File: src/rtl/plc_pkg.sv
`timescale 1ns / 1ps

package plc_pkg;

	// Coordinate and datapath widths. A difference of two coordinates needs one
	// more bit, a square twice the coordinate width plus one, a sum one more.
	localparam int COORD_W = 24;
	localparam int DIFF_W  = COORD_W + 1;
	localparam int SQ_W    = 2 * COORD_W + 1;
	localparam int RAD_W   = SQ_W + 1;
	localparam int ROOT_W  = RAD_W / 2;
	localparam int REM_W   = ROOT_W + 1;
	localparam int TOTAL_W = 40;
	localparam int COUNT_W = 16;

	localparam logic [TOTAL_W-1:0] TOTAL_MAX = '1;
	localparam logic [COUNT_W-1:0] COUNT_MAX = '1;

	// Configuration port: 64-bit registers at 8-byte strides.
	localparam int ADDR_W   = 4;
	localparam int DATA_W   = 64;
	localparam int ADDR_LSB = 3;
	localparam logic REG_LIMIT = 1'b0;

	typedef struct packed {
		logic signed [COORD_W-1:0] coord_x;
		logic signed [COORD_W-1:0] coord_y;
		logic                      is_first;
		logic                      is_last;
	} plc_point_t;

	typedef struct packed {
		logic [TOTAL_W-1:0] total_distance;
		logic [COUNT_W-1:0] point_count;
		logic               status;
	} plc_result_t;

	typedef enum logic [2:0] {
		ST_IDLE,
		ST_SQUARE,
		ST_START,
		ST_ROOT,
		ST_ACCUM,
		ST_EMIT
	} plc_state_t;

endpackage

File: src/rtl/plc_isqrt.sv
`timescale 1ns / 1ps

// Restoring integer square root, one result bit per cycle.
module plc_isqrt (
	input  logic                          clk,
	input  logic                          arst_n,
	input  logic                          start,
	input  logic [plc_pkg::RAD_W-1:0]     radicand,
	output logic                          done,
	output logic [plc_pkg::ROOT_W-1:0]    root
);

	localparam int CNT_W = $clog2(plc_pkg::ROOT_W);

	logic                        busy_q;
	logic                        done_q;
	logic [CNT_W-1:0]            cnt_q;
	logic [plc_pkg::RAD_W-1:0]   rad_q;
	logic [plc_pkg::REM_W-1:0]   rem_q;
	logic [plc_pkg::ROOT_W-1:0]  root_q;

	logic [plc_pkg::REM_W+1:0]   rem_ext;
	logic [plc_pkg::REM_W+1:0]   trial;
	logic                        fits;

	always_comb begin
		rem_ext = {rem_q, rad_q[plc_pkg::RAD_W-1 -: 2]};
		trial   = {1'b0, root_q, 2'b01};
		fits    = (rem_ext >= trial);
	end

	always_ff @(posedge clk or negedge arst_n) begin
		if (!arst_n) begin
			busy_q <= 1'b0;
			done_q <= 1'b0;
			cnt_q  <= '0;
		end else begin
			done_q <= busy_q && (cnt_q == '0);
			if (start) begin
				busy_q <= 1'b1;
				cnt_q  <= CNT_W'(plc_pkg::ROOT_W - 1);
			end else if (busy_q) begin
				if (cnt_q == '0) begin
					busy_q <= 1'b0;
				end else begin
					cnt_q <= cnt_q - 1'b1;
				end
			end
		end
	end

	always_ff @(posedge clk) begin
		if (start) begin
			rad_q  <= radicand;
			rem_q  <= '0;
			root_q <= '0;
		end else if (busy_q) begin
			rad_q  <= {rad_q[plc_pkg::RAD_W-3:0], 2'b00};
			rem_q  <= fits ? plc_pkg::REM_W'(rem_ext - trial) : plc_pkg::REM_W'(rem_ext);
			root_q <= {root_q[plc_pkg::ROOT_W-2:0], fits};
		end
	end

	assign done = done_q;
	assign root = root_q;

	a_start_busy: assert property (@(posedge clk) disable iff (!arst_n)
		start |=> busy_q)
		else $error("square root did not start");

	a_done_idle: assert property (@(posedge clk) disable iff (!arst_n)
		done_q |-> !busy_q)
		else $error("square root reported done while still iterating");

	a_done_count: assert property (@(posedge clk) disable iff (!arst_n)
		done_q |-> cnt_q == '0)
		else $error("square root reported done before its last bit");

endmodule

File: src/rtl/path_length_limit_check.sv
`timescale 1ns / 1ps

// Channel   Direction  Handshake            Payload
// pt        in         pt_valid / pt_stall  plc_point_t (coord_x, coord_y, is_first, is_last)
// res       out        res_valid/res_stall  plc_result_t (total_distance, point_count, status)
// config    in         APB-style, pready=1  distance_limit at byte address 0, 64-bit data
//
// A point that starts a route is taken while the block stays in ST_IDLE; a point with
// is_last set also passes ST_EMIT to move its result into the output register. Any
// other point passes ST_IDLE where it is accepted, ST_SQUARE to square, ST_START to
// sum and start the root, ST_ROOT for the bit-serial square root (one root bit per
// cycle) until it is seen done, then ST_ACCUM to accumulate. The root loop sets the rate.
// arst_n clears the route state, the limit and the output valid at once.
// A stalled result sits in the output register while the next point is taken in;
// only a new result waits for it to drain.
module path_length_limit_check (
	input  logic                                clk,
	input  logic                                arst_n,

	input  logic                                pt_valid,
	output logic                                pt_stall,
	input  plc_pkg::plc_point_t                 pt,

	output logic                                res_valid,
	input  logic                                res_stall,
	output plc_pkg::plc_result_t                res,

	input  logic                                psel,
	input  logic                                penable,
	input  logic                                pwrite,
	input  logic [plc_pkg::ADDR_W-1:0]          paddr,
	input  logic [plc_pkg::DATA_W-1:0]          pwdata,
	output logic [plc_pkg::DATA_W-1:0]          prdata,
	output logic                                pready
);

	plc_pkg::plc_state_t state_q, state_next;

	// Configuration register.
	logic [plc_pkg::TOTAL_W-1:0] limit_q;

	// Route state.
	logic signed [plc_pkg::COORD_W-1:0] prev_x_q, prev_y_q;
	logic [plc_pkg::TOTAL_W-1:0]        total_q;
	logic [plc_pkg::COUNT_W-1:0]        count_q;
	logic                               last_q;

	// Segment datapath: differences, then squares.
	logic signed [plc_pkg::DIFF_W-1:0]  dx_s1, dy_s1;
	logic [plc_pkg::SQ_W-1:0]           sqx_s2, sqy_s2;
	logic signed [2*plc_pkg::DIFF_W-1:0] prod_x, prod_y;

	// Output register.
	logic                  res_valid_q;
	plc_pkg::plc_result_t  res_q;

	logic                         pt_accept;
	logic                         emit_free;
	logic                         root_start;
	logic                         root_done;
	logic [plc_pkg::ROOT_W-1:0]   root;
	logic [plc_pkg::RAD_W-1:0]    radicand;
	logic [plc_pkg::TOTAL_W:0]    total_sum;
	logic                         cfg_write;

	assign pt_accept = pt_valid && !pt_stall;
	assign emit_free = !res_valid_q || !res_stall;
	assign cfg_write = psel && penable && pwrite && pready;

	always_comb begin
		prod_x    = dx_s1 * dx_s1;
		prod_y    = dy_s1 * dy_s1;
		radicand  = {1'b0, sqx_s2} + {1'b0, sqy_s2};
		total_sum = {1'b0, total_q} + (plc_pkg::TOTAL_W + 1)'(root);
	end

	// Next state.
	always_comb begin
		state_next = state_q;
		unique case (state_q)
			plc_pkg::ST_IDLE: begin
				if (pt_accept) begin
					if (!pt.is_first) begin
						state_next = plc_pkg::ST_SQUARE;
					end else if (pt.is_last) begin
						state_next = plc_pkg::ST_EMIT;
					end
				end
			end
			plc_pkg::ST_SQUARE: begin
				state_next = plc_pkg::ST_START;
			end
			plc_pkg::ST_START: begin
				state_next = plc_pkg::ST_ROOT;
			end
			plc_pkg::ST_ROOT: begin
				if (root_done) begin
					state_next = plc_pkg::ST_ACCUM;
				end
			end
			plc_pkg::ST_ACCUM: begin
				state_next = last_q ? plc_pkg::ST_EMIT : plc_pkg::ST_IDLE;
			end
			plc_pkg::ST_EMIT: begin
				if (emit_free) begin
					state_next = plc_pkg::ST_IDLE;
				end
			end
			default: begin
				state_next = plc_pkg::ST_IDLE;
			end
		endcase
	end

	// Outputs of the state machine.
	always_comb begin
		pt_stall   = 1'b1;
		root_start = 1'b0;
		unique case (state_q)
			plc_pkg::ST_IDLE:  pt_stall = 1'b0;
			plc_pkg::ST_START: root_start = 1'b1;
			default: begin
				pt_stall   = 1'b1;
				root_start = 1'b0;
			end
		endcase
	end

	always_ff @(posedge clk or negedge arst_n) begin
		if (!arst_n) begin
			state_q     <= plc_pkg::ST_IDLE;
			limit_q     <= '0;
			prev_x_q    <= '0;
			prev_y_q    <= '0;
			total_q     <= '0;
			count_q     <= '0;
			last_q      <= 1'b0;
			res_valid_q <= 1'b0;
		end else begin
			state_q <= state_next;

			if (cfg_write && paddr[plc_pkg::ADDR_LSB] == plc_pkg::REG_LIMIT) begin
				limit_q <= pwdata[plc_pkg::TOTAL_W-1:0];
			end

			if (pt_accept) begin
				prev_x_q <= pt.coord_x;
				prev_y_q <= pt.coord_y;
				last_q   <= pt.is_last;
				if (pt.is_first) begin
					total_q <= '0;
					count_q <= plc_pkg::COUNT_W'(1);
				end else if (count_q != plc_pkg::COUNT_MAX) begin
					count_q <= count_q + 1'b1;
				end
			end

			// The sum saturates at the largest total instead of wrapping.
			if (state_q == plc_pkg::ST_ACCUM) begin
				if (total_sum >= {1'b0, plc_pkg::TOTAL_MAX}) begin
					total_q <= plc_pkg::TOTAL_MAX;
				end else begin
					total_q <= total_sum[plc_pkg::TOTAL_W-1:0];
				end
			end

			if (state_q == plc_pkg::ST_EMIT && emit_free) begin
				res_valid_q <= 1'b1;
			end else if (!res_stall) begin
				res_valid_q <= 1'b0;
			end
		end
	end

	// Datapath registers need no reset.
	always_ff @(posedge clk) begin
		if (pt_accept) begin
			dx_s1 <= {pt.coord_x[plc_pkg::COORD_W-1], pt.coord_x}
				- {prev_x_q[plc_pkg::COORD_W-1], prev_x_q};
			dy_s1 <= {pt.coord_y[plc_pkg::COORD_W-1], pt.coord_y}
				- {prev_y_q[plc_pkg::COORD_W-1], prev_y_q};
		end
		if (state_q == plc_pkg::ST_SQUARE) begin
			sqx_s2 <= prod_x[plc_pkg::SQ_W-1:0];
			sqy_s2 <= prod_y[plc_pkg::SQ_W-1:0];
		end
		if (state_q == plc_pkg::ST_EMIT && emit_free) begin
			res_q.total_distance <= total_q;
			res_q.point_count    <= count_q;
			res_q.status         <= (total_q > limit_q);
		end
	end

	plc_isqrt u_isqrt (
		.clk      (clk),
		.arst_n   (arst_n),
		.start    (root_start),
		.radicand (radicand),
		.done     (root_done),
		.root     (root)
	);

	assign res_valid = res_valid_q;
	assign res       = res_q;
	assign pready    = 1'b1;
	assign prdata    = (paddr[plc_pkg::ADDR_LSB] == plc_pkg::REG_LIMIT)
		? plc_pkg::DATA_W'(limit_q) : '0;

	a_first_last_emit: assert property (@(posedge clk) disable iff (!arst_n)
		pt_accept && pt.is_first && pt.is_last |=> state_q == plc_pkg::ST_EMIT)
		else $error("a one-point route did not go straight to its result");

	a_root_in_root: assert property (@(posedge clk) disable iff (!arst_n)
		root_done |-> state_q == plc_pkg::ST_ROOT)
		else $error("square root finished outside its wait state");

	a_total_grows: assert property (@(posedge clk) disable iff (!arst_n)
		state_q == plc_pkg::ST_ACCUM |=> total_q >= $past(total_q))
		else $error("running total decreased while accumulating");

	a_count_holds: assert property (@(posedge clk) disable iff (!arst_n)
		pt_accept && !pt.is_first && count_q == plc_pkg::COUNT_MAX
		|=> count_q == plc_pkg::COUNT_MAX)
		else $error("point count wrapped");

endmodule

File: config.mk
export PLATFORM = sky130hd
export DESIGN_NAME = path_length_limit_check
export DESIGN_NICKNAME = d
export VERILOG_FILES = /design/src/rtl/plc_pkg.sv /design/src/rtl/plc_isqrt.sv /design/src/rtl/path_length_limit_check.sv
export SDC_FILE = /design/constraint.sdc
export NUM_CORES = 2
export LEC_CHECK = 0
export BUFFER_PORTS_ARGS = -buffer_cell sky130_fd_sc_hd__clkbuf_2
export CAP_MARGIN = 20
export CORE_MARGIN = 3
export CORE_UTILIZATION = 45
export DETAILED_ROUTE_END_ITERATION = 12
export REMOVE_ABC_BUFFERS = 1
export SYNTH_ARGS = -nofsm -noshare
export SYNTH_HDL_FRONTEND = slang
export SYNTH_SLANG_ARGS = --single-unit
File: constraint.sdc
create_clock -name clk -period 7.96 [get_ports clk]
set_input_delay 1.194 -clock clk [delete_from_list [all_inputs] [get_ports clk]]
set_output_delay 1.194 -clock clk [all_outputs]
set_load 0.03 [all_outputs]
==> reports/results.ini <==
[final_layout]
fin_util=0.497
seqCellArea_um2=12500
synthToLayoutAreaGrowth_pct=8.93
n_fill_cell=13500
nets=8822
multiInputGateArea_um2=46700
drive_gt1_frac=0.0804

[floorplanning]
io_pins=249
design.die.area_um2=151000
die_x_um=389
fp.dieH_um=389
core_um2=145000
start_util=0.457
rows=139

[route]
ant_nets=0
wl_per_cell_um=17.5
drt_iter0_drc=2320
num_vias=45600
dr.pass1.iters=5
drt-total-wl_um=156000
via_per_inst=5.08
drc=0

[setup_path]
reg2reg_slack_ns=0.32
end_kind=flip-flop
crit_path_cell_trace=and2_1 -> inv_1 -> fa_1 -> inv_1 -> fa_1 -> fa_1 -> inv_1 -> fa_1 -> inv_1 -> fa_1 -> fa_1 -> fa_1 -> ha_1 -> a211o_1 -> or2_2 -> a31oi_1 -> a21oi_1 -> a41oi_1 -> o21ai_1 -> a21o_1 -> a21oi_1 -> nor2_1 -> a311o_1
rr_startpoint=dy_s1[19]
worstSetupPathType=flip-flop to flip-flop
slowest_delay_ns=0.66
arrival_ns=8.05
reg2reg_depth=23
start_kind=flip-flop
cp_common_cell=fa_1
worst_r2r_endpoint=sqy_s2[45]
cp_max_fo=9
crit_path_top_delay_cell=edfxtp_1
required_ns=8.38

[cts]
clk_latency_ns=0.67
clk_path_buf_depth=3
clockRootBuffer=clkbuf_16
cts.sinks=460
clk_pin_slew_ns=0.06
numCtsBuffers=56
h-tree-depth=2
cts_hold_buf=0
cts_tree=yes

[timing]
worst-slew-pin-transition_ns=0.994
min_period_over_period=0.960
rsz0062_at_grt=yes
finalClockSkew_ns=0.0531
finalHoldViolations=0
slew_violations=0
setup_viol=0
max-slew-margin-rel=0.336
fmax_mhz=131
layout_setup_ws_ns=0.322
final.setup.tns_ns=0
whs_ns=0.471
fin_crit_ns=7.64

[grt]
grt_overflow=0
grt_usage=0.214
grt_pass1_wl_um=260000
antenna_found_initial=7
grt_max_degree=111
grt_pass1_vias=49500

[placed_design]
place_ws_ns=0.178
dpl.hpwl_um=129000
port-buffer-count=196
routabilityCongestion=0.888

[synth]
synth_area_leaders=fa_1 (36%), edfxtp_1 (11%), ha_1 (9.2%)
synth-main-ff-cell=edfxtp_1
avgSynthCellArea_um2=9.74
yosys-top-cells-count=inv_1 (1601), fa_1 (1201), nand2_1 (561)
syn_inst=6784
synth_top_area_share=0.364
synth_edf_count=253
syn_area_um2=66100
yosysWarnings=0
yosys.cell_count.top_type=inv_1
yosys.area.top_type=fa_1
synth_seq_area_share=0.190
ys_seq_elements=460
synthArstFlopShare=0.339
yosysUniqueCellTypes=99

[hold_path]
worstHoldStart=u_isqrt.done
hold_end=state_q[1]
hold_path.class=flip-flop to flip-flop
hold_depth=1

[flow_run]
cap_violations=0

[outcome]
status=complete, no violations

-- metal layers --
| metal | wire (um) | global-route usage |
|---|---|---|
| met2 | 78100 | 0.370 |
| met3 | 6560 | 0.0265 |
| met4 | 4020 | 0.0581 |
| met5 | 0 | 0 |
| met1 | 67800 | 0.284 |
-- flip-flops by register name, summed over array words and instances, names as in the netlist --
name / cells
u_isqrt.rad_q: 50
prev_y_q: 24
state_q: 3
count_q: 16
u_isqrt.cnt_q: 5
u_isqrt.busy_q: 1
u_isqrt.rem_q: 26
prev_x_q: 24
sqy_s2: 48
sqx_s2: 48
limit_q: 40
total_q: 40
res: 57
last_q: 1
res_valid: 1
dx_s1: 25
u_isqrt.root: 25
u_isqrt.done: 1
dy_s1: 25
-- through the flow --
step / area, um2 / std cells
2_1_floorplan: 65200 / 6578
3_3_place_gp: 69700 / 8821
3_5_place_dp: 69700 / 8821
4_1_cts: 71600 / 8926
5_1_grt: 72000 / 8959
6_report: 72000 / 8963
-- final cells by class --
type / instances / share of cell area
clock inverters: 38 / 0.00549
clock buffers: 67 / 0.0205
flip-flops and latches: 460 / 0.174
well taps: 1903 / 0.0331
multi-input cells: 4517 / 0.649
diodes: 5 / 0.000174
repair buffers: 372 / 0.0347
inverters: 1601 / 0.0836
-- layout by cell type (no fill, tap or decap), types with 11 or more instances in the layout --
cell type,n
a211oi_1,43
edfxtp_1,253
nor2_1,339
a31oi_1,36
o21ai_0,213
a21o_1,112
clkbuf_16,56
and2_1,263
or3_1,17
nand2_1,560
nor3_1,59
o21ai_1,17
nand2b_1,41
buf_4,161
o21a_1,43
o211ai_1,16
o21bai_1,31
buf_12,13
a21boi_0,12
xor2_1,84
a31o_2,11
a21oi_1,250
fa_1,1201
nand4_1,42
dfxtp_1,51
clkbuf_2,195
conb_1,25
xnor2_1,178
nor2b_1,72
nand3_1,61
dfrtp_1,155
mux2_2,43
and3_1,34
ha_1,488
inv_1,1600
mux2i_1,36
o31ai_1,14
-- kinds of logic (layout without fill, tap and decap cells) --
kind of cell,count (synthesis),in the layout,synth area share
buffers and inverters,1830,2078,0.106
muxes,79,79,0.0128
other,2,30,0.000114
AOI/OAI and AO/OA,905,905,0.0878
xor gates and xnor gates,262,262,0.0347
DFF,460,460,0.190
and+or+nand+nor,1557,1557,0.113
adders and majority gates,1689,1689,0.456
-- worst max path at each step --
stage                      end  cells after the start  slack [ns]        from
detailed placement  sqx_s2[48]                     25        0.18    dx_s1[1]
global route        sqx_s2[48]                     25       -0.04    dx_s1[6]
CTS                 sqx_s2[48]                     25        0.20    dx_s1[1]
finish              sqy_s2[45]                     23        0.32   dy_s1[19]
floorplan            sqx_s2[0]                      2        0.25  state_q[0]
global placement    sqx_s2[48]                     25        0.22    dx_s1[1]
-- worst max-delay path: cells and delay by family (launching register included) --
| family | cells | cell delay [ns] |
|---|---|---|
| AO/OA/AOI/OAI | 8 | 1.97 |
| adder cells (fa/ha/maj) | 8 | 3.93 |
| buffers and inverters | 4 | 0.25 |
| flip-flops | 1 | 0.66 |
| AND/OR/NAND/NOR | 3 | 0.58 |
-- what timing repair did --
action | in CTS | in global routing
resized for setup | 0 | 4
setup buffers | 0 | 31
setup endpoints to repair | 0 | 17
Power is not shown: default switching activity piles up to over one toggle a cycle in this logic, so the estimate is an artifact.
